**src/rtl/core/vctp_pkg.sv**
```systemverilog
`default_nettype none
package vctp_pkg;

	localparam int REPLICAS_DEF = 32;
	localparam int POSITION_BITS_DEF = 16;
	localparam int POS_W_MAX = 32;

	localparam logic [1:0] KIND_ENTRY = 2'd0;
	localparam logic [1:0] KIND_DONE  = 2'd1;
	localparam logic [1:0] KIND_ERROR = 2'd2;

	// one record per item that gives results: an optional entry and an optional tail
	typedef struct packed {
		logic                 has_entry;
		logic                 has_tail;
		logic [1:0]           tail_kind;
		logic [4:0]           replica;
		logic [62:0]          count;
		logic [31:0]          map;
		logic [63:0]          sum;
		logic [POS_W_MAX-1:0] pos;
	} rec_t;

endpackage
`default_nettype wire

```
**src/rtl/core/vctp_front.sv**
```systemverilog
`default_nettype none
module vctp_front #(
	parameter int REPLICAS = 32,
	parameter int POSITION_BITS = 16
) (
	input  wire               clk,
	input  wire               arst_n,
	input  wire               in_valid,
	output logic              in_stall,
	input  wire  [7:0]        char_code,
	input  wire               first,
	input  wire               q_full,
	output logic              q_push,
	output vctp_pkg::rec_t    q_rec
);
	import vctp_pkg::*;

	localparam logic [2:0] PH_BEGIN = 3'd0;
	localparam logic [2:0] PH_KEY   = 3'd1;
	localparam logic [2:0] PH_SEP   = 3'd2;
	localparam logic [2:0] PH_VAL   = 3'd3;
	localparam logic [2:0] PH_COMMA = 3'd4;
	localparam logic [2:0] PH_END   = 3'd5;

	localparam logic [7:0] CH_LBRACE = 8'h7B;
	localparam logic [7:0] CH_RBRACE = 8'h7D;
	localparam logic [7:0] CH_COLON  = 8'h3A;
	localparam logic [7:0] CH_COMMA  = 8'h2C;
	localparam logic [7:0] CH_NUL    = 8'h00;
	localparam logic [7:0] CH_ZERO   = 8'h30;
	localparam logic [7:0] CH_NINE   = 8'h39;
	localparam logic [7:0] CH_SPACE  = 8'h20;
	localparam logic [7:0] CH_TAB    = 8'h09;
	localparam logic [7:0] CH_CR     = 8'h0D;

	localparam logic [9:0] ID_MAX = 10'd63;
	localparam logic [6:0] REP_LIM = 7'(REPLICAS);
	localparam logic [POSITION_BITS-1:0] POS_MAX = '1;

	logic [2:0]               phase_q;
	logic                     in_number_q;
	logic [5:0]               id_q;
	logic                     id_ovf_q;
	logic [62:0]              cnt_q;
	logic                     cnt_ovf_q;
	logic [4:0]               rep_q;
	logic [REPLICAS-1:0]      seen_q;
	logic [REPLICAS-1:0]      nz_q;
	logic [63:0]              sum_q;
	logic [POSITION_BITS-1:0] idx_q;
	logic                     fin_q;

	// state as seen by this item, after the clear of a first character
	logic [2:0]               ph;
	logic                     innum;
	logic [5:0]               id;
	logic                     idov;
	logic [62:0]              cnt;
	logic                     cov;
	logic [4:0]               rep;
	logic [REPLICAS-1:0]      seen;
	logic [REPLICAS-1:0]      nz;
	logic [63:0]              sum;
	logic [POSITION_BITS-1:0] idx;
	logic                     fin;

	logic [2:0]               ph_n;
	logic                     innum_n;
	logic [5:0]               id_n;
	logic                     idov_n;
	logic [62:0]              cnt_n;
	logic                     cov_n;
	logic [4:0]               rep_n;
	logic [REPLICAS-1:0]      seen_n;
	logic [REPLICAS-1:0]      nz_n;
	logic [63:0]              sum_n;
	logic [POSITION_BITS-1:0] idx_n;
	logic                     fin_n;

	logic                     is_digit;
	logic                     is_blank;
	logic                     is_space;
	logic [3:0]               digit;
	logic [9:0]               id_prod;
	logic [66:0]              cnt_prod;
	logic [REPLICAS-1:0]      rep_bit;
	logic                     has_entry;
	logic                     err;
	logic                     done;
	logic                     accept;

	assign accept   = in_valid && !q_full;
	assign in_stall = q_full;

	assign is_digit = (char_code >= CH_ZERO) && (char_code <= CH_NINE);
	assign is_blank = (char_code == CH_SPACE) || (char_code == CH_TAB);
	assign is_space = (char_code == CH_SPACE) || ((char_code >= CH_TAB) && (char_code <= CH_CR));
	assign digit    = 4'(char_code - CH_ZERO);

	always_comb begin
		ph    = first ? PH_BEGIN : phase_q;
		innum = first ? 1'b0 : in_number_q;
		id    = first ? '0 : id_q;
		idov  = first ? 1'b0 : id_ovf_q;
		cnt   = first ? '0 : cnt_q;
		cov   = first ? 1'b0 : cnt_ovf_q;
		rep   = first ? '0 : rep_q;
		seen  = first ? '0 : seen_q;
		nz    = first ? '0 : nz_q;
		sum   = first ? '0 : sum_q;
		idx   = first ? '0 : idx_q;
		fin   = first ? 1'b0 : fin_q;
	end

	// times ten as two shifts and an add
	assign id_prod  = ({4'b0, id} << 3) + ({4'b0, id} << 1) + {6'b0, digit};
	assign cnt_prod = ({4'b0, cnt} << 3) + ({4'b0, cnt} << 1) + {63'b0, digit};
	assign rep_bit  = REPLICAS'(1) << rep;

	always_comb begin
		ph_n      = ph;
		innum_n   = innum;
		id_n      = id;
		idov_n    = idov;
		cnt_n     = cnt;
		cov_n     = cov;
		rep_n     = rep;
		seen_n    = seen;
		nz_n      = nz;
		sum_n     = sum;
		idx_n     = idx;
		fin_n     = fin;
		has_entry = 1'b0;
		err       = 1'b0;
		done      = 1'b0;
		if (!fin) begin
			idx_n = (idx == POS_MAX) ? idx : idx + 1'b1;
			if (innum && is_digit) begin
				if (ph == PH_KEY) begin
					if (!idov && id_prod <= ID_MAX)
						id_n = id_prod[5:0];
					else
						idov_n = 1'b1;
				end else begin
					if (!cov && cnt_prod[66:63] == 4'b0)
						cnt_n = cnt_prod[62:0];
					else
						cov_n = 1'b1;
				end
			end else begin
				// the character that ends a number is checked, then parsed by the next phase
				if (innum) begin
					innum_n = 1'b0;
					if (ph == PH_KEY) begin
						if (idov || {1'b0, id} >= REP_LIM) begin
							err = 1'b1;
						end else begin
							rep_n = id[4:0];
							ph_n  = PH_SEP;
						end
					end else begin
						if (cov || (nz & rep_bit) != '0) begin
							err = 1'b1;
						end else begin
							seen_n = seen | rep_bit;
							if (cnt != '0)
								nz_n = nz | rep_bit;
							sum_n     = sum + 64'(cnt);
							has_entry = 1'b1;
							ph_n      = PH_COMMA;
						end
					end
				end
				if (!err) begin
					unique case (ph_n)
						PH_BEGIN: begin
							if (char_code == CH_LBRACE) ph_n = PH_KEY;
							else if (!is_blank) err = 1'b1;
						end
						PH_KEY: begin
							if (is_digit) begin
								innum_n = 1'b1;
								id_n    = {2'b0, digit};
								idov_n  = 1'b0;
							end else if (char_code == CH_RBRACE) ph_n = PH_END;
							else if (!is_blank) err = 1'b1;
						end
						PH_SEP: begin
							if (char_code == CH_COLON) ph_n = PH_VAL;
							else if (!is_blank) err = 1'b1;
						end
						PH_VAL: begin
							if (is_digit) begin
								innum_n = 1'b1;
								cnt_n   = {59'b0, digit};
								cov_n   = 1'b0;
							end else if (!is_blank) err = 1'b1;
						end
						PH_COMMA: begin
							if (char_code == CH_RBRACE) ph_n = PH_END;
							else if (char_code == CH_COMMA) ph_n = PH_KEY;
							else if (!is_space) err = 1'b1;
						end
						PH_END: begin
							if (char_code == CH_NUL) done = 1'b1;
							else if (!is_blank) err = 1'b1;
						end
						default: err = 1'b1;
					endcase
				end
			end
			fin_n = err || done;
		end
	end

	always_comb begin
		q_rec.has_entry = has_entry;
		q_rec.has_tail  = err || done;
		q_rec.tail_kind = err ? KIND_ERROR : KIND_DONE;
		q_rec.replica   = rep;
		q_rec.count     = cnt;
		q_rec.map       = done ? 32'(seen) : '0;
		q_rec.sum       = done ? sum : '0;
		q_rec.pos       = err ? POS_W_MAX'(idx_n) : '0;
	end

	assign q_push = accept && (has_entry || err || done);

	always_ff @(posedge clk or negedge arst_n) begin
		if (!arst_n) begin
			phase_q     <= PH_BEGIN;
			in_number_q <= 1'b0;
			id_q        <= '0;
			id_ovf_q    <= 1'b0;
			cnt_q       <= '0;
			cnt_ovf_q   <= 1'b0;
			rep_q       <= '0;
			seen_q      <= '0;
			nz_q        <= '0;
			sum_q       <= '0;
			idx_q       <= '0;
			fin_q       <= 1'b0;
		end else if (accept) begin
			phase_q     <= ph_n;
			in_number_q <= innum_n;
			id_q        <= id_n;
			id_ovf_q    <= idov_n;
			cnt_q       <= cnt_n;
			cnt_ovf_q   <= cov_n;
			rep_q       <= rep_n;
			seen_q      <= seen_n;
			nz_q        <= nz_n;
			sum_q       <= sum_n;
			idx_q       <= idx_n;
			fin_q       <= fin_n;
		end
	end

endmodule
`default_nettype wire

```
**src/rtl/core/vctp_queue.sv**
```systemverilog
`default_nettype none
module vctp_queue (
	input  wire            clk,
	input  wire            arst_n,
	input  wire            push,
	input  vctp_pkg::rec_t rec_in,
	input  wire            pop,
	output vctp_pkg::rec_t head,
	output logic           empty,
	output logic           full
);
	import vctp_pkg::*;

	localparam int QDEPTH = 4;
	localparam int QPTR_W = $clog2(QDEPTH);
	localparam logic [QPTR_W:0] QFULL = (QPTR_W+1)'(QDEPTH);

	rec_t              mem_q [QDEPTH];
	logic [QPTR_W-1:0] wr_ptr_q;
	logic [QPTR_W-1:0] rd_ptr_q;
	logic [QPTR_W:0]   fill_q;

	assign head  = mem_q[rd_ptr_q];
	assign empty = (fill_q == '0);
	assign full  = (fill_q == QFULL);

	always_ff @(posedge clk) begin
		if (push)
			mem_q[wr_ptr_q] <= rec_in;
	end

	always_ff @(posedge clk or negedge arst_n) begin
		if (!arst_n) begin
			wr_ptr_q <= '0;
			rd_ptr_q <= '0;
			fill_q   <= '0;
		end else begin
			if (push)
				wr_ptr_q <= wr_ptr_q + 1'b1;
			if (pop)
				rd_ptr_q <= rd_ptr_q + 1'b1;
			if (push && !pop)
				fill_q <= fill_q + 1'b1;
			else if (pop && !push)
				fill_q <= fill_q - 1'b1;
		end
	end

endmodule
`default_nettype wire

```
**src/rtl/core/vctp_back.sv**
```systemverilog
`default_nettype none
module vctp_back #(
	parameter int POSITION_BITS = 16
) (
	input  wire                      clk,
	input  wire                      arst_n,
	input  vctp_pkg::rec_t           head,
	input  wire                      empty,
	output logic                     pop,
	output logic                     out_valid,
	input  wire                      out_stall,
	output logic [1:0]               kind,
	output logic                     last,
	output logic [4:0]               replica,
	output logic [62:0]              count_value,
	output logic [31:0]              present_map,
	output logic [63:0]              total_sum,
	output logic [POSITION_BITS-1:0] error_position
);
	import vctp_pkg::*;

	logic                     out_valid_q;
	logic                     entry_done_q;
	logic [1:0]               kind_q;
	logic                     last_q;
	logic [4:0]               replica_q;
	logic [62:0]              count_q;
	logic [31:0]              map_q;
	logic [63:0]              sum_q;
	logic [POSITION_BITS-1:0] pos_q;

	logic load;
	logic take_entry;

	assign load       = !out_valid_q || !out_stall;
	assign take_entry = head.has_entry && !entry_done_q;
	// a record with an entry and a tail stays at the head for two results
	assign pop        = load && !empty && !(take_entry && head.has_tail);

	always_ff @(posedge clk or negedge arst_n) begin
		if (!arst_n) begin
			out_valid_q  <= 1'b0;
			entry_done_q <= 1'b0;
		end else if (load) begin
			out_valid_q <= !empty;
			if (!empty)
				entry_done_q <= take_entry && head.has_tail;
		end
	end

	always_ff @(posedge clk) begin
		if (load && !empty) begin
			if (take_entry) begin
				kind_q    <= KIND_ENTRY;
				last_q    <= !head.has_tail;
				replica_q <= head.replica;
				count_q   <= head.count;
				map_q     <= '0;
				sum_q     <= '0;
				pos_q     <= '0;
			end else begin
				kind_q    <= head.tail_kind;
				last_q    <= 1'b1;
				replica_q <= '0;
				count_q   <= '0;
				map_q     <= head.map;
				sum_q     <= head.sum;
				pos_q     <= head.pos[POSITION_BITS-1:0];
			end
		end
	end

	assign out_valid      = out_valid_q;
	assign kind           = kind_q;
	assign last           = last_q;
	assign replica        = replica_q;
	assign count_value    = count_q;
	assign present_map    = map_q;
	assign total_sum      = sum_q;
	assign error_position = pos_q;

endmodule
`default_nettype wire

```
**src/rtl/core/vector_clock_text_parser_core.sv**
```systemverilog
`default_nettype none
// Parses text of the form {id: count, ...} one character per item, one item per clock
// while in_stall is low. The front parser updates its state once per accepted character
// (a times-ten accumulate and a 64-bit sum add) and hands every item that gives results
// to a four-record queue; the back end drives one result per cycle from its output
// register while out_stall is low, and the first result of an item is registered in the
// queue and then in the output register. A character that ends a count and then fails
// the comma phase gives two results; in_stall rises only while the queue is full. Stored
// entries, success (presence map and sum) or an error with the 1-based character
// position are reported; first restarts the parse.
module vector_clock_text_parser_core #(
	parameter int REPLICAS = vctp_pkg::REPLICAS_DEF,
	parameter int POSITION_BITS = vctp_pkg::POSITION_BITS_DEF
) (
	input  wire                      clk,
	input  wire                      arst_n,
	input  wire                      in_valid,
	output logic                     in_stall,
	input  wire  [7:0]               char_code,
	input  wire                      first,
	output logic                     out_valid,
	input  wire                      out_stall,
	output logic [1:0]               kind,
	output logic                     last,
	output logic [4:0]               replica,
	output logic [62:0]              count_value,
	output logic [31:0]              present_map,
	output logic [63:0]              total_sum,
	output logic [POSITION_BITS-1:0] error_position
);
	import vctp_pkg::*;

	rec_t q_rec;
	rec_t q_head;
	logic q_push;
	logic q_pop;
	logic q_full;
	logic q_empty;

	vctp_front #(
		.REPLICAS(REPLICAS),
		.POSITION_BITS(POSITION_BITS)
	) u_front (
		.clk(clk),
		.arst_n(arst_n),
		.in_valid(in_valid),
		.in_stall(in_stall),
		.char_code(char_code),
		.first(first),
		.q_full(q_full),
		.q_push(q_push),
		.q_rec(q_rec)
	);

	vctp_queue u_queue (
		.clk(clk),
		.arst_n(arst_n),
		.push(q_push),
		.rec_in(q_rec),
		.pop(q_pop),
		.head(q_head),
		.empty(q_empty),
		.full(q_full)
	);

	vctp_back #(
		.POSITION_BITS(POSITION_BITS)
	) u_back (
		.clk(clk),
		.arst_n(arst_n),
		.head(q_head),
		.empty(q_empty),
		.pop(q_pop),
		.out_valid(out_valid),
		.out_stall(out_stall),
		.kind(kind),
		.last(last),
		.replica(replica),
		.count_value(count_value),
		.present_map(present_map),
		.total_sum(total_sum),
		.error_position(error_position)
	);

`ifndef SYNTHESIS
	// an entry that is not last is followed at once by its tail result
	a_tail_follows: assert property (@(posedge clk) disable iff (!arst_n)
		(out_valid && !out_stall && !last) |=> (out_valid && last && kind != KIND_ENTRY))
		else $error("tail result missing after entry");

	a_hold_nonlast: assert property (@(posedge clk) disable iff (!arst_n)
		(out_valid && !last) |=> out_valid)
		else $error("output dropped between two results of one item");

	a_no_overflow: assert property (@(posedge clk) disable iff (!arst_n)
		!(q_push && q_full))
		else $error("queue written while full");

	a_no_underflow: assert property (@(posedge clk) disable iff (!arst_n)
		!(q_pop && q_empty))
		else $error("queue read while empty");
`endif

endmodule
`default_nettype wire

```
**config.mk**
```make
export PLATFORM = sky130hd
export DESIGN_NAME = vector_clock_text_parser_core
export DESIGN_NICKNAME = d
export VERILOG_FILES = /design/src/rtl/core/vctp_pkg.sv /design/src/rtl/core/vctp_front.sv /design/src/rtl/core/vctp_queue.sv /design/src/rtl/core/vctp_back.sv /design/src/rtl/core/vector_clock_text_parser_core.sv
export SDC_FILE = /design/constraint.sdc
export NUM_CORES = 2
export LEC_CHECK = 0
export BUFFER_PORTS_ARGS = -buffer_cell sky130_fd_sc_hd__buf_2
export CAP_MARGIN = 20
export CORE_MARGIN = 4
export CORE_UTILIZATION = 30
export DETAILED_ROUTE_END_ITERATION = 6
export HOLD_SLACK_MARGIN = 0.02
export PLACE_DENSITY = 0.43
export SYNTH_ARGS = -nofsm -noshare
export SYNTH_HDL_FRONTEND = slang
export SYNTH_SLANG_ARGS = --single-unit
```
**constraint.sdc**
```tcl
create_clock -name clk -period 18.61 [get_ports clk]
set_input_delay 0.9305 -clock clk [delete_from_list [all_inputs] [get_ports clk]]
set_output_delay 0.9305 -clock clk [all_outputs]
set_load 0.02 [all_outputs]
```
# After elaboration in Yosys (flattened, before gate mapping)
# Memories as Yosys holds them, arrays and structs flattened.
# Cells that the tools add are included.
# totals
input_bits,13
elab_cells,228
mem_bits_rw,736
regBits,417
mem_count,1
# classes
n_lt_le_gt_ge,6
mux,125
bitwise,4
shifts,1
n_reduce_logical,42
eq_ne,14
n_addsub,11
# memory_table
memory,words,word_bits,read_ports,rd_ports_with_merged_regs,wr,line,source
u_queue.mem_q,4,184,1,0,1,vctp_queue.sv:18,rec_t mem_q [QDEPTH];
# op_table
op,count
63-bit 2-to-1 mux,8
32-bit 2-to-1 mux,14
64-bit 2-to-1 mux,7
66-bit by 64-bit adder with 67-bit output,1
67-bit by 4-bit adder with 67-bit output,1
64-bit by 63-bit adder with 64-bit output,1
16-bit 2-to-1 mux,4
32-bit bitwise OR,2
63-bit nonzero test,1
1-bit 2-to-1 mux,57
3-bit 2-to-1 mux,18
6-bit 2-to-1 mux,8
32-bit bitwise AND,1
32-bit nonzero test,1
1-bit by 5-bit << shifter with 32-bit output (first input constant),1
5-bit 2-to-1 mux,6
8-bit by 6-bit == test with 1-bit output (second input constant),3
16-bit by 1-bit adder with 16-bit output (second input constant),1
16-bit == test (second input constant),1
8-bit by 7-bit == test with 1-bit output (second input constant),2
1-bit logical AND,13
3-bit case mux with 4 select lines,1
1-bit logical NOT,11
10-bit by 4-bit adder with 10-bit output,1
25 further kinds,39

# Longest topological paths before layout
# logic_depth
depth_word,23
depth_mapped,23
ltp_nobuf,18

# Modules after synthesis
# Synthesis repeated with hierarchy kept, for this count alone.
# hier_totals
hier_cells,4112
area_unflattened_um2,57370.0
# by_module_without_submodules
mod,area_each_um2,instances,cells_each
vctp_queue,29366.9,1,1079
vctp_front,21097.7,1,2638
vctp_back,6905.4,1,395

# Worst setup path after synthesis
# OpenSTA, ideal clock, no wires.
# synth_path
path_kind,input-to-reg
from,in out_stall
to,reg u_queue.fill_q[1]
arrival_ns,11.795
required_ns,18.485
cell_stages,6
n_path_buf,0
slack_ns,6.690
cell_sequence,a21oi_1 -> nand2_1 -> ha_1 -> inv_1 -> fa_1 -> mux2_2
# synth_between
elab_chain_len,7
word_cells_on_any_way,9
cone_classes,mux (1); reduce/logical (8)
# synth_rtl
item,line,source
start: declaration,vector_clock_text_parser_core.sv:22,"input wire out_stall,"
1-bit logical NOT *,vctp_back.sv:35,assign load = !out_valid_q || !out_stall;
1-bit logical OR *,vctp_back.sv:35,
1-bit logical AND * (2 in a row),vctp_back.sv:38,assign pop = load && !empty && !(take_entry && head.has_tail);
1-bit logical NOT,vctp_queue.sv:42,if (push && !pop)
1-bit logical AND,vctp_queue.sv:42,
3-bit 2-to-1 mux / 2-bit nonzero test (equally long branches),n/a,
end signal: assignment,vctp_queue.sv:43,fill_q <= fill_q + 1'b1;
end signal: assignment,vctp_queue.sv:45,fill_q <= fill_q - 1'b1;
end: declaration,vctp_queue.sv:21,logic [QPTR_W:0] fill_q;
# Mark *: on every way between the ends. The rest lies on a longest branch, timed or not.
# A chain may end at the register's enable or synchronous reset.

==> impl_metrics.tcl <==
set metrics [dict create \
    outcome "complete, no violations" \
    drive_gt1_share_pct 16.5 \
    path_clk_slew_ns 0.06 \
    arrival_ns 7.01 \
    final_antenna_net_count 0 \
    grt_max_degree 145 \
    drv_cap 0 \
    die_x_um 432 \
    ios 198 \
    intPower_mw 5.53 \
    post_cts_buffers 0 \
    coreArea_um2 179000 \
    pwr-share-comb_pct 24.3 \
    drc_errors 0 \
    critPathMaxStageDelay_ns 0.91 \
    ir_worst_vdd_mv 0.124 \
    p_sw_share_pct 30.9 \
    max_freq_mhz 151 \
    ctsLongestPathBuffers 3 \
    avgSynthCellArea_um2 13.8 \
    setup_violations 0 \
    wl_per_cell_um 23.6 \
    fin_setup_tns_ns 0 \
    holdBufCountCts 0 \
    grt_pass1_vias 34100 \
    placed_area_um2 57700 \
    crit_slowest_cell "and2_4" \
    syn_to_final_growth_pct 14.8 \
    ys_seq_elements 1153 \
    dieArea_um2 187000 \
    fin_nets 4308 \
    regArea_um2 33500 \
    dr.pass1.iters 5 \
    min_period_over_period_pct 35.5 \
    vias 33100 \
    clockPowerShare_pct 31.5 \
    rsz0062_at_grt "no" \
    required_ns 19.02 \
    stdcell_count 6550 \
    synth_enable_flop_cells 919 \
    async_flop_share_pct 20.3 \
    ys_seq_area_share_pct 62.1 \
    relSlewSlack_pct 18.1 \
    stdcell_area_um2 61900 \
    start_util_pct 30.2 \
    synth_xor_area_share_pct 2.05 \
    cts_tree "done" \
    io_buffers 197 \
    clk_latency_ns 0.80 \
    total_power_mw 8.00 \
    final_util_pct 34.6 \
    synth_top_family_by_area "simple AND/OR/NAND/NOR gates" \
    ys_warn_count 0 \
    p_switching_mw 2.47 \
    multi_input_area_um2 19500 \
    root_buffer "clkbuf_16" \
    cts_buffers 132 \
    synthSimpleGateAreaFrac_pct 11.3 \
    place.gp.congestion 0.877 \
    dr.first_iter.drc_count 2693 \
    power_density_nw_per_um2 129 \
    cellLeakagePower_nw 23.8 \
    path_class "in2reg" \
    synth_compound_area_share_pct 9.50 \
    share_seq_of_total_power_pct 44.2 \
    tightestPinTransition_ns 1.23 \
    num_rows 155 \
    antenna_found_initial 10 \
    cts.htree.levels 4 \
    cts_sinks 1153 \
    holdWs_ns 0.156 \
    critPathLaunchType "input port" \
    placed_cells 6304 \
    synth_cells 3895 \
    critPathMaxFanout 134 \
    clock_skew_ns 0.0350 \
    grt_overflow 0 \
    hpwl_um 101000 \
    fill_cells 17400 \
    syn_nets 4119 \
    hold_viol_final 0 \
    grtUsageTotal_pct 16.5 \
    grt_pass1_wl_um 232000 \
    crit_chain "buf_6, buf_12, nor2b_1, o2111ai_1, o311ai_1, or4_4, a211oi_4, and2_1, o32ai_1, o21ai_0, o21ai_1, a21oi_2, and2_4, buf_4, buf_4" \
    final_max_slew_viol_count 0 \
    cts_resized 0 \
    setup_slack_ns 12.01 \
    ys_types 91 \
    netlist_area_um2 53900 \
    path_buf_inv 4 \
    cpLargestDelayFamily "buffers and inverters" \
    wl_um 154000 \
    crit_path_frequent_cell "buf_4" \
    hp-class "in2async" \
    worstSetupEndpointType "register" \
    synthMuxAreaShare_pct 8.18 \
    synthAdderAreaFrac_pct 4.98 \
    die_h_um 432 \
    via_per_inst 5.05 \
    synth_ff_type "edfxtp_1" \
    dp_slack_ns 11.06 \
    fin_crit_ns 6.60 \
]
==> kinds of logic after synthesis <==
logic type / Yosys count
multiplexers: 209
AO/OA/AOI/OAI: 789
AND/OR/NAND/NOR: 1143
buffers and inverters: 264
flip-flops: 1153
adder cells (fa/ha/maj): 211
XOR/XNOR: 126
==> power groups by stage <==
stage,clock network (mW),registers [mW],logic (mW)
2_1_floorplan,0,3.87,1.06
3_3_place_gp,0,3.60,2.03
3_5_place_dp,0,3.60,2.03
4_1_cts,2.61,3.56,2.03
5_1_grt,2.71,3.59,2.12
6_report,2.52,3.54,1.94
==> cell usage in the layout, fill, tap and decap left out, drive strengths merged, types with 139 or more instances in the layout <==
master,Yosys,final
edfxtp,919,919
nor2b,268,268
mux4,184,184
o21ai,238,238
a21oi,159,159
nand2,274,274
clkbuf,164,177
buf,51,270
dfrtp,234,234
ha,205,205
nor2,139,139
==> registers in the layout, summed over array words and instances (netlist names), 2 cells and up <==
signal / cells
u_front.rep_q: 5
u_front.sum_q: 64
u_front.idx_q: 16
u_queue.mem_q: 736
u_back.total_sum: 64
u_queue.fill_q: 3
u_queue.wr_ptr_q: 2
u_front.id_q: 6
u_front.nz_q: 32
u_queue.rd_ptr_q: 2
u_back.error_position: 16
u_back.replica: 5
u_back.present_map: 32
u_back.kind: 2
u_front.seen_q: 32
u_back.count_value: 63
u_front.phase_q: 3
u_front.cnt_q: 63
==> routing by layer <==
layer	GRT usage, %	wire, µm	up-vias
met5	0	0	-
met1	23.4	72600	17000
met4	4.24	3400	0
met3	2.70	6280	175
met2	26.3	72200	679
li1	-	-	15300
==> cell type report <==
| class | instances | share of cell area [%] |
|---|---|---|
| clock buffers | 177 | 5.81 |
| well taps | 2355 | 4.76 |
| clock inverters | 63 | 0.940 |
| flip-flops and latches | 1153 | 54.1 |
| diodes | 5 | 0.0202 |
| repair buffers | 270 | 2.60 |
| inverters | 49 | 0.297 |
| multi-input cells | 2478 | 31.5 |
==> final timing paths <==
check,depth (start not counted),slack (ns),startpoint,end
worst max register to register,13,12.11,u_front.rep_q[0]$_DFFE_PN0P_,u_queue.mem_q[1][32]$_DFFE_PP_
worst min register to register,2,0.47,u_front.seen_q[0]$_DFFE_PN0P_,u_front.seen_q[0]$_DFFE_PN0P_
worst min-delay path,1,0.16,arst_n,u_back.out_valid$_DFFE_PN0N_
max in group asynchronous,2,17.03,arst_n,u_front.cnt_q[40]$_DFFE_PN0P_
worst max-delay path,15,12.01,first,u_queue.mem_q[1][32]$_DFFE_PP_
min in group clk,3,0.40,out_stall,u_back.out_valid$_DFFE_PN0N_
==> synthesized netlist by cell type (24+ instances only) <==
cell,n,area [µm²]
nor3_1,56,280
ha_1,205,2560
mux4_2,184,4140
a31oi_1,29,181
nand2_1,272,1020
and2_1,113,707
dfrtp_1,234,5860
nand4_1,44,275
and3_1,82,513
a22o_1,68,596
nor2b_1,268,1680
xor2_1,57,499
a21o_1,98,736
nor2_1,138,518
nand3_1,52,260
nand2b_1,28,175
xnor2_1,69,604
clkbuf_1,161,604
buf_2,24,120
edfxtp_1,919,27600
o21ai_0,218,1090
a21oi_1,158,791
inv_1,46,173
Note: power is estimated with default switching activity, not from simulation.
